--- config.mk ---
export PLATFORM = sky130hd
export DESIGN_NAME = mshr_entry_target_manager_flat
export DESIGN_NICKNAME = d
export VERILOG_FILES = /design/src/rtl/mshr_pkg.sv /design/src/rtl/mshr_req_if.sv /design/src/rtl/mshr_rsp_if.sv /design/src/rtl/mshr_ctrl.sv /design/src/rtl/mshr_dp.sv /design/src/rtl/mshr_entry_target_manager.sv /design/src/flat_wrapper.sv
export SDC_FILE = /design/constraint.sdc
export NUM_CORES = 2
export LEC_CHECK = 0
export BUFFER_PORTS_ARGS = -buffer_cell sky130_fd_sc_hd__buf_4
export CORE_MARGIN = 3
export CORE_UTILIZATION = 55
export CTS_CLUSTER_SIZE = 10
export DETAILED_ROUTE_END_ITERATION = 8
export PLACE_DENSITY = 0.8
export REMOVE_ABC_BUFFERS = 1
export SKIP_LAST_GASP = 1
export SYNTH_ARGS = -nofsm -noshare
export SYNTH_HDL_FRONTEND = slang
export SYNTH_SLANG_ARGS = --single-unit
--- constraint.sdc ---
create_clock -name clk -period 14.3 [get_ports clk]
set_input_delay 2.86 -clock clk [delete_from_list [all_inputs] [get_ports clk]]
set_output_delay 2.86 -clock clk [all_outputs]
set_load 0.005 [all_outputs]
--- src/rtl/mshr_pkg.sv ---
// Shared constants, codes and types of the miss status holding register entry.
package mshr_pkg;

	localparam int TARGETS_PER_LIST = 8;
	localparam int TAG_BITS         = 8;
	localparam int IDX_W            = $clog2(TARGETS_PER_LIST);
	localparam int SLOT_W           = IDX_W + 1;
	localparam int MEM_DEPTH        = 2 * (1 << IDX_W);
	localparam int CNT_W            = $clog2(TARGETS_PER_LIST + 1);
	localparam int TOT_W            = CNT_W + 1;

	typedef enum logic [2:0] {
		OP_ALLOC   = 3'd0,
		OP_ADD     = 3'd1,
		OP_SNOOP   = 3'd2,
		OP_ISSUE   = 3'd3,
		OP_POP     = 3'd4,
		OP_FILL    = 3'd5,
		OP_PROMOTE = 3'd6,
		OP_DEALLOC = 3'd7
	} op_t;

	typedef enum logic [1:0] {
		CMD_RD_SHARED = 2'd0,
		CMD_RD_EX     = 2'd1,
		CMD_UPGRADE   = 2'd2,
		CMD_OTHER_EX  = 2'd3
	} cmd_t;

	typedef enum logic [1:0] {
		ST_OK      = 2'd0,
		ST_FULL    = 2'd1,
		ST_ILLEGAL = 2'd2
	} status_t;

	typedef struct packed {
		logic capture;
		logic read;
		logic exec;
	} ctrl_cmd_t;

	typedef struct packed {
		logic out_free;
	} ctrl_sts_t;

	typedef struct packed {
		logic [TAG_BITS-1:0] tag;
		logic                from_cpu;
		logic [15:0]         order;
		logic [31:0]         ready;
	} slot_t;

endpackage

--- src/rtl/mshr_req_if.sv ---
// Request channel: one operation item for the entry.
interface mshr_req_if;
	logic        valid;
	logic        ready;
	logic [2:0]  opcode;
	logic [47:0] block_addr;
	logic [7:0]  req_size;
	logic [7:0]  req_id;
	logic [1:0]  req_cmd;
	logic        uncacheable;
	logic [31:0] ready_at;
	logic [15:0] order_num;
	logic [31:0] now_tick;
	logic        express_snoop;
	logic        deferred_snoop;

	modport source (
		output valid, opcode, block_addr, req_size, req_id, req_cmd, uncacheable,
			ready_at, order_num, now_tick, express_snoop, deferred_snoop,
		input ready
	);
	modport sink (
		input valid, opcode, block_addr, req_size, req_id, req_cmd, uncacheable,
			ready_at, order_num, now_tick, express_snoop, deferred_snoop,
		output ready
	);
endinterface

--- src/rtl/mshr_rsp_if.sv ---
// Response channel: one result item per operation.
interface mshr_rsp_if;
	logic        valid;
	logic        ready;
	logic        snoop_taken;
	logic        mem_inhibit;
	logic        shared_asserted;
	logic        promoted;
	logic        target_valid;
	logic [7:0]  target_tag;
	logic [1:0]  target_kind;
	logic        target_from_cpu;
	logic [15:0] target_order;
	logic [31:0] entry_ready_time;
	logic [4:0]  target_total;
	logic [1:0]  status;

	modport source (
		output valid, snoop_taken, mem_inhibit, shared_asserted, promoted, target_valid,
			target_tag, target_kind, target_from_cpu, target_order, entry_ready_time,
			target_total, status,
		input ready
	);
	modport sink (
		input valid, snoop_taken, mem_inhibit, shared_asserted, promoted, target_valid,
			target_tag, target_kind, target_from_cpu, target_order, entry_ready_time,
			target_total, status,
		output ready
	);
endinterface

--- src/rtl/mshr_ctrl.sv ---
// Sequencing controller: accept, target read, execute.
module mshr_ctrl (
	input  logic                clk,
	input  logic                arst_n,
	input  logic                req_valid,
	output logic                req_ready,
	input  mshr_pkg::ctrl_sts_t sts,
	output mshr_pkg::ctrl_cmd_t cmd
);
	import mshr_pkg::*;

	typedef enum logic [2:0] {
		S_IDLE = 3'b001,
		S_RD   = 3'b010,
		S_EX   = 3'b100
	} state_t;

	state_t state_q, state_d;

	always_comb begin
		state_d = state_q;
		unique case (state_q)
			S_IDLE: if (req_valid) state_d = S_RD;
			S_RD:   state_d = S_EX;
			S_EX:   if (sts.out_free) state_d = S_IDLE;
			default: state_d = S_IDLE;
		endcase
	end

	always_ff @(posedge clk or negedge arst_n) begin
		if (!arst_n) begin
			state_q <= S_IDLE;
		end else begin
			state_q <= state_d;
		end
	end

	assign req_ready   = (state_q == S_IDLE);
	assign cmd.capture = (state_q == S_IDLE) && req_valid;
	assign cmd.read    = (state_q == S_RD);
	assign cmd.exec    = (state_q == S_EX) && sts.out_free;

	a_capture_then_read: assert property (@(posedge clk) disable iff (!arst_n)
		cmd.capture |=> (state_q == S_RD))
		else $error("accepted item did not move on to the target read");

endmodule

--- src/rtl/mshr_dp.sv ---
// Entry datapath: entry state, target lists, target memory and result register.
module mshr_dp (
	input  logic                clk,
	input  logic                arst_n,
	mshr_req_if.sink            req,
	mshr_rsp_if.source          rsp,
	input  mshr_pkg::ctrl_cmd_t cmd,
	output mshr_pkg::ctrl_sts_t sts
);
	import mshr_pkg::*;

	// Captured item.
	op_t                 it_op;
	logic [47:0]         it_addr;
	logic [7:0]          it_size;
	logic [TAG_BITS-1:0] it_tag;
	cmd_t                it_cmd;
	logic                it_unc;
	logic [31:0]         it_rdy;
	logic [15:0]         it_ord;
	logic [31:0]         it_now;
	logic                it_exp;
	logic                it_dsn;

	// Entry state.
	logic              busy_q, issued_q, unc_q, inv_q, shr_q, act_q;
	logic [47:0]       addr_q;
	logic [7:0]        size_q;
	logic [31:0]       ready_q;
	logic [15:0]       order_q;
	logic [IDX_W-1:0]  head_q [2];
	logic [CNT_W-1:0]  cnt_q [2];
	logic [1:0]        wex_q, upg_q;
	logic [TOT_W-1:0]  tot_q;
	logic [1:0]        kind_q [MEM_DEPTH];
	slot_t             mem [MEM_DEPTH];
	slot_t             rd_q;
	logic              out_v_q;

	// Next state.
	logic              busy_d, issued_d, unc_d, inv_d, shr_d, act_d;
	logic [47:0]       addr_d;
	logic [7:0]        size_d;
	logic [31:0]       ready_d;
	logic [15:0]       order_d;
	logic [IDX_W-1:0]  head_d [2];
	logic [CNT_W-1:0]  cnt_d [2];
	logic [1:0]        wex_d, upg_d;
	logic [TOT_W-1:0]  tot_d;
	logic [1:0]        kind_d [MEM_DEPTH];

	logic              mem_we;
	logic [SLOT_W-1:0] mem_wa;
	slot_t             mem_wd;
	logic [SLOT_W-1:0] rd_addr;

	logic              r_taken, r_inhibit, r_shared, r_promoted, r_tvalid, r_tcpu;
	logic [TAG_BITS-1:0] r_tag;
	logic [1:0]        r_kind;
	logic [15:0]       r_order;
	status_t           r_status;

	function automatic logic [IDX_W-1:0] ring_add(input logic [IDX_W-1:0] a,
			input logic [CNT_W-1:0] b);
		logic [IDX_W+CNT_W-1:0] sum;
		begin
			sum = (IDX_W+CNT_W)'(a) + (IDX_W+CNT_W)'(b);
			if (sum >= (IDX_W+CNT_W)'(TARGETS_PER_LIST))
				sum = sum - (IDX_W+CNT_W)'(TARGETS_PER_LIST);
			return sum[IDX_W-1:0];
		end
	endfunction

	always_comb begin
		logic              act, dfl, excl, add_en, add_l, add_cpu;
		logic [31:0]       add_ready;
		logic [1:0]        rep;
		logic [SLOT_W-1:0] idx;

		act = act_q;
		dfl = ~act_q;
		excl = (it_cmd != CMD_RD_SHARED);
		add_en = 1'b0;
		add_l = act;
		add_cpu = 1'b1;
		add_ready = it_rdy;
		rep = 2'b00;
		idx = '0;

		busy_d = busy_q; issued_d = issued_q; unc_d = unc_q; inv_d = inv_q;
		shr_d = shr_q; act_d = act_q; addr_d = addr_q; size_d = size_q;
		ready_d = ready_q; order_d = order_q; head_d = head_q; cnt_d = cnt_q;
		wex_d = wex_q; upg_d = upg_q; tot_d = tot_q; kind_d = kind_q;
		mem_we = 1'b0; mem_wa = '0; mem_wd = '0;

		r_taken = 1'b0; r_inhibit = 1'b0; r_shared = 1'b0; r_promoted = 1'b0;
		r_tvalid = 1'b0; r_tcpu = 1'b0; r_tag = '0; r_kind = '0; r_order = '0;
		r_status = ST_OK;

		if (!busy_q && it_op != OP_ALLOC && it_op != OP_DEALLOC) begin
			r_status = ST_ILLEGAL;
		end else begin
			unique case (it_op)
				OP_ALLOC: begin
					if (busy_q) begin
						r_status = ST_ILLEGAL;
					end else begin
						busy_d = 1'b1; issued_d = 1'b0; addr_d = it_addr; size_d = it_size;
						unc_d = it_unc; ready_d = it_rdy; order_d = it_ord;
						inv_d = 1'b0; shr_d = 1'b0;
						head_d[0] = '0; head_d[1] = '0; cnt_d[0] = '0; cnt_d[1] = '0;
						wex_d = 2'b00; upg_d = 2'b00; tot_d = '0;
						add_en = 1'b1;
					end
				end
				OP_ADD: begin
					if (issued_q && (cnt_q[dfl] != '0 || inv_q || (!wex_q[act] && excl)))
						add_l = dfl;
					add_en = 1'b1;
				end
				OP_SNOOP: begin
					if (!issued_q || (it_exp && !it_dsn)) begin
						if (excl) rep = 2'b11;
					end else begin
						r_taken = 1'b1;
						if (excl) rep[dfl] = 1'b1;
						if (!inv_q) begin
							if (wex_q[act] || excl) begin
								add_en = 1'b1;
								add_cpu = 1'b0;
								add_ready = it_now;
								if (wex_q[act]) r_inhibit = 1'b1;
								if (excl) inv_d = 1'b1;
							end else begin
								shr_d = 1'b1;
								r_shared = 1'b1;
							end
						end
					end
				end
				OP_ISSUE: issued_d = 1'b1;
				OP_POP: begin
					if (cnt_q[act] == '0) begin
						r_status = ST_ILLEGAL;
					end else begin
						r_tvalid = 1'b1;
						r_tag = rd_q.tag;
						r_kind = kind_q[{act, head_q[act]}];
						r_tcpu = rd_q.from_cpu;
						r_order = rd_q.order;
						head_d[act] = ring_add(head_q[act], CNT_W'(1));
						cnt_d[act] = cnt_q[act] - CNT_W'(1);
						if (tot_q != '0) tot_d = tot_q - TOT_W'(1);
					end
				end
				OP_FILL: r_shared = shr_q;
				OP_PROMOTE: begin
					if (cnt_q[act] != '0) begin
						r_status = ST_ILLEGAL;
					end else if (cnt_q[dfl] != '0) begin
						act_d = dfl;
						head_d[act] = '0; cnt_d[act] = '0; wex_d[act] = 1'b0; upg_d[act] = 1'b0;
						inv_d = 1'b0; shr_d = 1'b0; issued_d = 1'b0;
						order_d = rd_q.order;
						ready_d = (it_now > rd_q.ready) ? it_now : rd_q.ready;
						r_promoted = 1'b1;
					end
				end
				OP_DEALLOC: begin
					if (!busy_q || tot_q != '0) r_status = ST_ILLEGAL;
					busy_d = 1'b0; issued_d = 1'b0; inv_d = 1'b0; shr_d = 1'b0;
					head_d[0] = '0; head_d[1] = '0; cnt_d[0] = '0; cnt_d[1] = '0;
					wex_d = 2'b00; upg_d = 2'b00; tot_d = '0;
				end
				default: r_status = ST_ILLEGAL;
			endcase
		end

		// Upgrade replacement covers the whole half of the store; slots outside
		// the list are rewritten before they are ever read again.
		for (int l = 0; l < 2; l++) begin
			if (rep[l] && upg_d[l]) begin
				for (int i = 0; i < (1 << IDX_W); i++) begin
					idx = {1'(l), IDX_W'(i)};
					if (kind_d[idx] == CMD_UPGRADE) kind_d[idx] = CMD_RD_EX;
				end
				upg_d[l] = 1'b0;
			end
		end

		if (add_en) begin
			if (cnt_d[add_l] >= CNT_W'(TARGETS_PER_LIST)) begin
				r_status = ST_FULL;
			end else begin
				if (add_cpu) begin
					if (excl) wex_d[add_l] = 1'b1;
					if (it_cmd == CMD_UPGRADE) upg_d[add_l] = 1'b1;
				end
				mem_we = 1'b1;
				mem_wa = {add_l, ring_add(head_d[add_l], cnt_d[add_l])};
				mem_wd.tag = it_tag;
				mem_wd.from_cpu = add_cpu;
				mem_wd.order = it_ord;
				mem_wd.ready = add_ready;
				kind_d[mem_wa] = it_cmd;
				cnt_d[add_l] = cnt_d[add_l] + CNT_W'(1);
				tot_d = tot_d + TOT_W'(1);
			end
		end
	end

	assign rd_addr = (it_op == OP_POP) ? {act_q, head_q[act_q]} : {~act_q, head_q[~act_q]};
	assign sts.out_free = !out_v_q || rsp.ready;
	assign rsp.valid = out_v_q;

	always_ff @(posedge clk) begin
		if (cmd.capture) begin
			it_op   <= op_t'(req.opcode);
			it_addr <= req.block_addr;
			it_size <= req.req_size;
			it_tag  <= req.req_id[TAG_BITS-1:0];
			it_cmd  <= cmd_t'(req.req_cmd);
			it_unc  <= req.uncacheable;
			it_rdy  <= req.ready_at;
			it_ord  <= req.order_num;
			it_now  <= req.now_tick;
			it_exp  <= req.express_snoop;
			it_dsn  <= req.deferred_snoop;
		end
		if (cmd.read) rd_q <= mem[rd_addr];
		if (cmd.exec && mem_we) mem[mem_wa] <= mem_wd;
		if (cmd.exec) begin
			kind_q <= kind_d;
			rsp.snoop_taken      <= r_taken;
			rsp.mem_inhibit      <= r_inhibit;
			rsp.shared_asserted  <= r_shared;
			rsp.promoted         <= r_promoted;
			rsp.target_valid     <= r_tvalid;
			rsp.target_tag       <= 8'(r_tag);
			rsp.target_kind      <= r_kind;
			rsp.target_from_cpu  <= r_tcpu;
			rsp.target_order     <= r_order;
			rsp.entry_ready_time <= ready_d;
			rsp.target_total     <= 5'(tot_d);
			rsp.status           <= r_status;
		end
	end

	always_ff @(posedge clk or negedge arst_n) begin
		if (!arst_n) begin
			busy_q <= 1'b0; issued_q <= 1'b0; unc_q <= 1'b0; inv_q <= 1'b0;
			shr_q <= 1'b0; act_q <= 1'b0; addr_q <= '0; size_q <= '0;
			ready_q <= '0; order_q <= '0;
			head_q[0] <= '0; head_q[1] <= '0; cnt_q[0] <= '0; cnt_q[1] <= '0;
			wex_q <= 2'b00; upg_q <= 2'b00; tot_q <= '0;
			out_v_q <= 1'b0;
		end else begin
			if (cmd.exec) begin
				busy_q <= busy_d; issued_q <= issued_d; unc_q <= unc_d; inv_q <= inv_d;
				shr_q <= shr_d; act_q <= act_d; addr_q <= addr_d; size_q <= size_d;
				ready_q <= ready_d; order_q <= order_d;
				head_q <= head_d; cnt_q <= cnt_d; wex_q <= wex_d; upg_q <= upg_d;
				tot_q <= tot_d;
			end
			if (cmd.exec) out_v_q <= 1'b1;
			else if (rsp.ready) out_v_q <= 1'b0;
		end
	end

	a_total_matches: assert property (@(posedge clk) disable iff (!arst_n)
		tot_q == TOT_W'(cnt_q[0]) + TOT_W'(cnt_q[1]))
		else $error("target total does not match the two list counts");

	a_count_bound: assert property (@(posedge clk) disable iff (!arst_n)
		cnt_q[0] <= CNT_W'(TARGETS_PER_LIST) && cnt_q[1] <= CNT_W'(TARGETS_PER_LIST))
		else $error("list count beyond list capacity");

	a_idle_empty: assert property (@(posedge clk) disable iff (!arst_n)
		!busy_q |-> (tot_q == '0 && !issued_q))
		else $error("free entry still holds targets or an issue mark");

	a_result_held: assert property (@(posedge clk) disable iff (!arst_n)
		cmd.exec |=> out_v_q)
		else $error("executed item left no result");

endmodule

--- src/rtl/mshr_entry_target_manager.sv ---
// Top level of one miss status holding register entry with its target lists.
//
//  channel | dir | handshake     | contents
//  req     | in  | valid/ready   | opcode, address, size, tag, command, ticks, snoop qualifiers
//  rsp     | out | valid/ready   | snoop marks, promote flag, popped target, ready tick, totals
//
// Each item passes through three states: accept, target memory read, execute.
// The next item is accepted in the cycle after execute; the result waits in an output register.
// Execute waits while a previous result is still held and not taken.
// Reset clears the entry, both lists and the controller; target slots are not cleared.
module mshr_entry_target_manager (
	input  logic clk,
	input  logic arst_n,
	mshr_req_if.sink   req,
	mshr_rsp_if.source rsp
);
	import mshr_pkg::*;

	ctrl_cmd_t cmd;
	ctrl_sts_t sts;
	logic      ctrl_ready;

	mshr_ctrl u_ctrl (
		.clk       (clk),
		.arst_n    (arst_n),
		.req_valid (req.valid),
		.req_ready (ctrl_ready),
		.sts       (sts),
		.cmd       (cmd)
	);

	mshr_dp u_dp (
		.clk    (clk),
		.arst_n (arst_n),
		.req    (req),
		.rsp    (rsp),
		.cmd    (cmd),
		.sts    (sts)
	);

	assign req.ready = ctrl_ready;

endmodule

--- src/flat_wrapper.sv ---
// flat-port wrapper written by rule: the top's interface ports become plain ports
module mshr_entry_target_manager_flat import mshr_pkg::*;
  (clk, arst_n, req_valid, req_opcode, req_block_addr, req_req_size, req_req_id, req_req_cmd, req_uncacheable, req_ready_at, req_order_num, req_now_tick, req_express_snoop, req_deferred_snoop, req_ready, rsp_valid, rsp_snoop_taken, rsp_mem_inhibit, rsp_shared_asserted, rsp_promoted, rsp_target_valid, rsp_target_tag, rsp_target_kind, rsp_target_from_cpu, rsp_target_order, rsp_entry_ready_time, rsp_target_total, rsp_status, rsp_ready);
  mshr_req_if req_i ();
  mshr_rsp_if rsp_i ();
  input  logic clk;
  input  logic arst_n;
  input wire logic [$bits(req_i.valid)-1:0] req_valid;
  input wire logic [$bits(req_i.opcode)-1:0] req_opcode;
  input wire logic [$bits(req_i.block_addr)-1:0] req_block_addr;
  input wire logic [$bits(req_i.req_size)-1:0] req_req_size;
  input wire logic [$bits(req_i.req_id)-1:0] req_req_id;
  input wire logic [$bits(req_i.req_cmd)-1:0] req_req_cmd;
  input wire logic [$bits(req_i.uncacheable)-1:0] req_uncacheable;
  input wire logic [$bits(req_i.ready_at)-1:0] req_ready_at;
  input wire logic [$bits(req_i.order_num)-1:0] req_order_num;
  input wire logic [$bits(req_i.now_tick)-1:0] req_now_tick;
  input wire logic [$bits(req_i.express_snoop)-1:0] req_express_snoop;
  input wire logic [$bits(req_i.deferred_snoop)-1:0] req_deferred_snoop;
  output wire logic [$bits(req_i.ready)-1:0] req_ready;
  output wire logic [$bits(rsp_i.valid)-1:0] rsp_valid;
  output wire logic [$bits(rsp_i.snoop_taken)-1:0] rsp_snoop_taken;
  output wire logic [$bits(rsp_i.mem_inhibit)-1:0] rsp_mem_inhibit;
  output wire logic [$bits(rsp_i.shared_asserted)-1:0] rsp_shared_asserted;
  output wire logic [$bits(rsp_i.promoted)-1:0] rsp_promoted;
  output wire logic [$bits(rsp_i.target_valid)-1:0] rsp_target_valid;
  output wire logic [$bits(rsp_i.target_tag)-1:0] rsp_target_tag;
  output wire logic [$bits(rsp_i.target_kind)-1:0] rsp_target_kind;
  output wire logic [$bits(rsp_i.target_from_cpu)-1:0] rsp_target_from_cpu;
  output wire logic [$bits(rsp_i.target_order)-1:0] rsp_target_order;
  output wire logic [$bits(rsp_i.entry_ready_time)-1:0] rsp_entry_ready_time;
  output wire logic [$bits(rsp_i.target_total)-1:0] rsp_target_total;
  output wire logic [$bits(rsp_i.status)-1:0] rsp_status;
  input wire logic [$bits(rsp_i.ready)-1:0] rsp_ready;
  assign req_i.valid = req_valid;
  assign req_i.opcode = req_opcode;
  assign req_i.block_addr = req_block_addr;
  assign req_i.req_size = req_req_size;
  assign req_i.req_id = req_req_id;
  assign req_i.req_cmd = req_req_cmd;
  assign req_i.uncacheable = req_uncacheable;
  assign req_i.ready_at = req_ready_at;
  assign req_i.order_num = req_order_num;
  assign req_i.now_tick = req_now_tick;
  assign req_i.express_snoop = req_express_snoop;
  assign req_i.deferred_snoop = req_deferred_snoop;
  assign req_ready = req_i.ready;
  assign rsp_valid = rsp_i.valid;
  assign rsp_snoop_taken = rsp_i.snoop_taken;
  assign rsp_mem_inhibit = rsp_i.mem_inhibit;
  assign rsp_shared_asserted = rsp_i.shared_asserted;
  assign rsp_promoted = rsp_i.promoted;
  assign rsp_target_valid = rsp_i.target_valid;
  assign rsp_target_tag = rsp_i.target_tag;
  assign rsp_target_kind = rsp_i.target_kind;
  assign rsp_target_from_cpu = rsp_i.target_from_cpu;
  assign rsp_target_order = rsp_i.target_order;
  assign rsp_entry_ready_time = rsp_i.entry_ready_time;
  assign rsp_target_total = rsp_i.target_total;
  assign rsp_status = rsp_i.status;
  assign rsp_i.ready = rsp_ready;
  mshr_entry_target_manager u_core (.clk(clk), .arst_n(arst_n), .req(req_i), .rsp(rsp_i));
endmodule
; Yosys cells after proc, flatten, opt, wreduce, memory -nomap -nowiden
; Memories as Yosys holds them, arrays and structs flattened. A register that Yosys moved wholly into a read port is not among the register bits.
; Index checks and enable logic that the tools add are counted.
[totals]
ff_bits = 262
ram_bits = 912
output_inout_bits = 73
n_memories = 1
input_bits = 156
[memory_table]
columns = memory, words, word_bits, rd, rd_ports_with_merged_regs, wr, line_no
row1 = u_core.u_dp.mem, 16, 57, 1, 1, 1, mshr_dp.sv:36  ; slot_t mem [MEM_DEPTH];
[op_classes]
mux = 182
bitwise_logic = 21
order_cmp = 18
eq_ne = 36
add_sub_neg = 8
reduce_logical = 49
[ops]
columns = cell, n
row1 = two-way mux 32 bit, 12
row2 = two-way mux 57 bit, 2
row3 = two-way mux 2 bit, 47
row4 = case mux 32 bit (2 select lines), 1
row5 = two-way mux 3 bit, 19
row6 = two-way mux 4 bit, 14
row7 = two-way mux 8 bit, 7
row8 = two-way mux 1 bit, 42
row9 = "== test 2 bit, second input constant", 17
row10 = bitwise mux 32 bit, 1
row11 = greater-than comparator 32 bit, 1
row12 = two-way mux 16 bit, 2
row13 = case mux 8 bit (4 select lines), 1
row14 = two-way mux 5 bit, 6
row15 = two-way mux 6 bit, 5
row16 = case mux 6 bit (4 select lines), 1
row17 = bitwise mux 8 bit, 2
row18 = logical AND 1 bit, 16
row19 = "!= test 2 bit, second input constant", 8
row20 = nonzero test 4 bit, 4
row21 = "== test 3 bit, second input constant", 5
row22 = case mux 5 bit (3 select lines), 1
row23 = case mux 1 bit (4 select lines), 3
row24 = case mux 2 bit (3 select lines), 2
row25 = 54 further kinds, 95

; Logic depth before layout (Yosys ltp)
[depth]
ltp_word = 30
depth_mapped = 22
depth_no_buf = 16

; Worst setup path after synthesis
; OpenSTA, ideal clock, no wires.
[synth_timing]
path_kind = register -> register
start = register u_core.u_dp.act_q
end = memory u_core.u_dp.mem[6][0] in the netlist's numbering, enable pin
required_ps = 13667
arrival_time_ps = 10331
slack_ps = 3337
period_less_slack_ps = 10963
n_path_buf = 6
stages_incl_launch_ff = 21
setup_ps = 633
path_cell_list = dfrtp_1 buf_2 buf_2 buf_2 buf_1 mux2i_1 ha_1 or4b_1 buf_2 a211o_1 a21oi_1 o21ai_0 mux2i_1 mux2_2 inv_1 ha_1 inv_1 fa_1 clkbuf_1 or2_0 nor4b_1
[synth_via]
elab_chain_cells = 24
elab_cells_between_ends = 83
cone_classes = 5 x add/sub / 5 x order compare / 54 x mux / 8 x bitwise / 11 x reduce/logical
[synth_rtl]
columns = element, line_no
row1 = "start, declared", mshr_dp.sv:26  ; logic busy_q, issued_q, unc_q, inv_q, shr_q, act_q;
row2 = "start signal, assigned", mshr_dp.sv:260  ; shr_q <= shr_d; act_q <= act_d; addr_q <= addr_d; size_q <= size_d;
row3 = NOT 1 -> 2 bit (not written as such), n/a
row4 = two-way mux 3 bit (not written as such) (3 in a row), mshr_dp.sv:151  ; head_d[act] = ring_add(head_q[act], CNT_W'(1));
row5 = adder 3 x 1 -> 4 bit, mshr_dp.sv:67  ; sum = (IDX_W+CNT_W)'(a) + (IDX_W+CNT_W)'(b);
row6 = >= comparator 4 bit or subtractor 3 x 1 -> 3 bit (tied branches), "mshr_dp.sv:68, mshr_dp.sv:69"
row7 = two-way mux 3 bit, mshr_dp.sv:68  ; if (sum >= (IDX_W+CNT_W)'(TARGETS_PER_LIST))
row8 = two-way mux 3 bit, mshr_dp.sv:143  ; if (cnt_q[act] == '0) begin
row9 = two-way mux 3 bit, mshr_dp.sv:103  ; unique case (it_op)
row10 = two-way mux 3 bit, mshr_dp.sv:100  ; if (!busy_q && it_op != OP_ALLOC && it_op != OP_DEALLOC) begin
row11 = [... 4 more ...], n/a
row12 = two-way mux 3 bit (not written as such) (3 in a row), mshr_dp.sv:200  ; mem_wa = {add_l, ring_add(head_d[add_l], cnt_d[add_l])};
row13 = adder 3 x 4 -> 5 bit, mshr_dp.sv:67
row14 = >= comparator 5 x 4 -> 1 bit or subtractor 3 x 1 -> 3 bit (tied branches), "mshr_dp.sv:68, mshr_dp.sv:69"
row15 = two-way mux 3 bit, mshr_dp.sv:68
row16 = two-way mux 3 bit, mshr_dp.sv:192  ; if (cnt_d[add_l] >= CNT_W'(TARGETS_PER_LIST)) begin
row17 = two-way mux 3 bit, mshr_dp.sv:191  ; if (add_en) begin
row18 = two-way mux 4 bit, mshr_dp.sv:192
row19 = two-way mux 4 bit, mshr_dp.sv:191
row20 = "end, declared", mshr_dp.sv:36
; Parallel ways exist; a longest one is shown, timed or not. The select of a mux whose other input is x is not followed.

; Worst setup path after layout
[layout_timing]
start = register u_core.u_dp.act_q
end = memory u_core.u_dp.mem[6][53] in the netlist's numbering, enable pin
; Same word-level chain as after synthesis.

==> summary.md <==
| Metric | Value |
|---|---|
| #FFs+latches synth | `1231` |
| CTS root buf | `clkbuf_16` |
| Fin crit period | `6.57 ns` |
| Fin crit share | `45.9%` |
| Cells along the critical path | `buf_4, mux2i_1, ha_1, or4b_1, nand3_1, a21oi_1, o21ai_0, mux2i_1, mux2_2, inv_1, ha_1, inv_1, fa_1, or2_0, nor4b_2, buf_4, buf_4` |
| Sum Neg Setup Slack | `0 ns` |
| CTS resizes | `0` |
| Post-placement cell count | `3955` |
| CP Launch Point | `u_core.u_dp.act_q$_DFFE_PN0P_` |
| Diodes inserted | `0` |
| Final setup fails | `0` |
| Hold Startpoint | `u_core.u_dp.wex_q[0]$_DFFE_PN0P_` |
| Core area | `89100 sq um` |
| 1st-iter DRT viols | `3660` |
| Critical-path top delay cell | `or4b_1` |
| Mapped cell area | `49800 sq um` |
| H-tree levels | `4` |
| Initial antenna violation count | `2` |
| Clk slew on worst S/H paths | `0.06 ns` |
| Ports | `229` |
| Routed vias | `28300` |
| Ys flop type | `edfxtp_1` |
| Number of global-route vias before repair | `29000` |
| Area growth from synthesis to layout | `14.0%` |
| Clock latency on the worst-skew pair | `0.75 ns` |
| Overall die area | `94200 sq um` |
| Largest net degree at the start of global routing | `154` |
| Most frequent CP cell | `buf_4` |
| Chip Height | `307 microns` |
| Hold buffers post-CTS | `0` |
| Total clock sinks | `1231` |
| Status | `finished, final reports clean` |
| Setup bufs post-CTS | `0` |
| CP peak stage delay | `0.65 ns` |
| Slew Limit Fails | `0` |
| Hold_ws | `0.511 ns` |
| Synth unique cells | `76` |
| Final net count | `3131` |
| Register area share after synthesis | `73.6%` |
| Finished Layout Cells | `4180` |
| Crit path capture type | `flop` |
| GR Util All Layers | `27.5%` |
| EDFF count, synth | `1167` |
| Row cnt | `109` |
| Leak pwr | `19.9 nW` |
| Remaining global-route overflow | `0` |
| Maximum clock path buffer count | `3` |
| Number of vias per cell | `6.76` |
| Worst-margin pin slew | `1.37 ns` |
| Crit Path Category | `flop to flop` |
| PwrDens | `145 nW/um^2` |
| Final worst slack | `7.73 ns` |
| GP Congestion | `0.865` |
| WHS Path Cells | `1` |
| Worst Path Max Fanout | `35` |
| First-pass GRT wire length | `189000 microns` |
| Final Skew | `0.0378 ns` |
| # fillers | `5828` |
| Hold crit path type | `flop to flop` |
| Syn. warnings | `0` |
| Final ANT Viol Nets | `0` |
| WP data arrival | `6.92 ns` |
| RR Startpoint | `u_core.u_dp.act_q$_DFFE_PN0P_` |
| Router iterations before antenna repair | `6` |
| Most frequent cells in the layout | `1167 x edfxtp_1, 229 x buf_4, 228 x mux4_2` |
| Die width | `307 microns` |
| Post-route DRC | `0` |
| DR WL/cell | `30.8 microns` |
| Final wirelength | `129000 microns` |
| Layout cells sized above 1 | `22.8%` |
| Pre-CTS setup slack | `7.89 ns` |
| Worst Reg2Reg Path Length in Cells | `17` |
| Max-slew headroom at the worst pin | `8.48%` |
| Cells after synthesis | `2719` |
| Required @ worst endpoint | `14.65 ns` |
| CTS tree | `yes` |
| Final hold vios | `0` |
| Worst setup SP type | `flop` |
| Max Fclk | `0.152 GHz` |
| Asr flop ratio synth | `5.20%` |
| Starting Density | `55.9%` |
| Max IR drop VDD | `111 uV` |
| Detail Placement HPWL | `66500 microns` |
| Syn Area/Cell | `18.3 sq um` |
| Port Buffers | `171` |
| Unrepaired setup endpoints after global routing | `false` |
| Leading cell type in the layout, fill and taps excluded | `edfxtp_1` |
| Total of max-cap violations | `0` |
| CTS buffer count | `143` |
## area by class of cell
cell class / instances / area [sq um] / area share, %
clock inverters: 15 / 239 / 0.421
multi-input cells: 1276 / 12500 / 22.1
inverters: 51 / 196 / 0.346
repair buffers: 232 / 1780 / 3.13
flip-flops and latches: 1231 / 36600 / 64.6
clock buffers: 210 / 3900 / 6.88
well taps: 1165 / 1460 / 2.57
## synthesized netlist by cell type (all sizes together) (9+ instances only)
library cell | n | area (sq um)
dfrtp | 63 | 1580
a22oi | 123 | 923
nor2 | 30 | 113
mux2i | 78 | 781
inv | 51 | 191
a221o | 29 | 290
edfxtp | 1167 | 35000
a211oi | 23 | 173
mux4 | 228 | 5130
mux2 | 16 | 180
nor2b | 16 | 100
o211ai | 71 | 533
nand3 | 23 | 115
o21ai | 54 | 274
xnor2 | 9 | 97.6
and3 | 30 | 188
nand2 | 186 | 698
nor3 | 26 | 130
and2 | 38 | 238
buf | 53 | 246
a22o | 30 | 263
a21oi | 86 | 430
clkbuf | 108 | 405
ha | 39 | 488
a21o | 35 | 263
## state kept, by name, indices dropped and copies added (netlist names), 5 cells and up
register and cells:
u_core.u_dp.cnt_q 8, u_core.u_dp.head_q 6, u_core.u_dp.it_now 32, u_core.u_dp.it_ord 16, u_core.u_dp.it_rdy 32, u_core.u_dp.it_tag 8
u_core.u_dp.kind_q 32, u_core.u_dp.mem 912, u_core.u_dp.rd_q 57, u_core.u_dp.ready_q 32, u_core.u_dp.rsp.entry_ready_time 32, u_core.u_dp.rsp.target_order 16
u_core.u_dp.rsp.target_tag 8, u_core.u_dp.rsp.target_total 5, u_core.u_dp.tot_q 5
## cells by family after synthesis
family / after synthesis / share of synthesized area [%]
flops: 1231 / 73.6
compound gates: 496 / 7.09
simple gates: 403 / 3.99
mux: 322 / 12.2
buf+inv: 212 / 1.69
fa+ha+maj: 40 / 1.02
xor+xnor: 15 / 0.387
## per-stage QoR
step                power, W  util [%]  area (sq um)
floorplan            0.00467         -         49200
global placement     0.00495      59.1         52600
detailed placement   0.00498      59.1         52600
CTS                  0.00827      63.7         56800
global route         0.00847      63.7         56800
finish               0.00823      63.7         56800
## path summary, 6_finish.rpt
path / to / slack [ns]
max reg2reg: u_core.u_dp.mem[6][53]$_DFFE_PP_ / 7.73
max in group asynchronous: u_core.u_dp.ready_q[5]$_DFFE_PN0P_ / 11.25
min in group asynchronous: u_core.u_dp.ready_q[16]$_DFFE_PN0P_ / 2.34
min reg2reg: u_core.u_dp.wex_q[0]$_DFFE_PN0P_ / 0.51
max: u_core.u_dp.mem[6][53]$_DFFE_PP_ / 7.73
min: u_core.u_dp.wex_q[0]$_DFFE_PN0P_ / 0.51
## metal layers
metal / part of all wire (%) / routed length (microns) / up-vias / GRT usage (%)
met5: 0 / 0 / - / 0
met3: 10 / 13500 / 326 / 5.43
met2: 50 / 64000 / 1976 / 44.9
met4: 3.8 / 4880 / 0 / 11.8
li1: - / - / 11600 / -
met1: 36 / 46500 / 14400 / 36.5
## power breakdown
part	leakage, nW	switching, W	internal, W
Clock	1.99	0.00138	0.00192
Combinational	6.26	0.000488	0.000187
Sequential	11.6	0.000105	0.00416
## critical path, delay by kind of cell, from the launching register on
kind | cells | cell delay [ns]
adder cells (fa/ha/maj) | 3 | 1.12
buffers and inverters | 5 | 1.76
multiplexers | 3 | 0.81
flip-flops | 1 | 0.33
AO/OA/AOI/OAI | 2 | 0.50
AND/OR/NAND/NOR | 4 | 1.63
No activity file was read; power rests on OpenSTA's default activity.
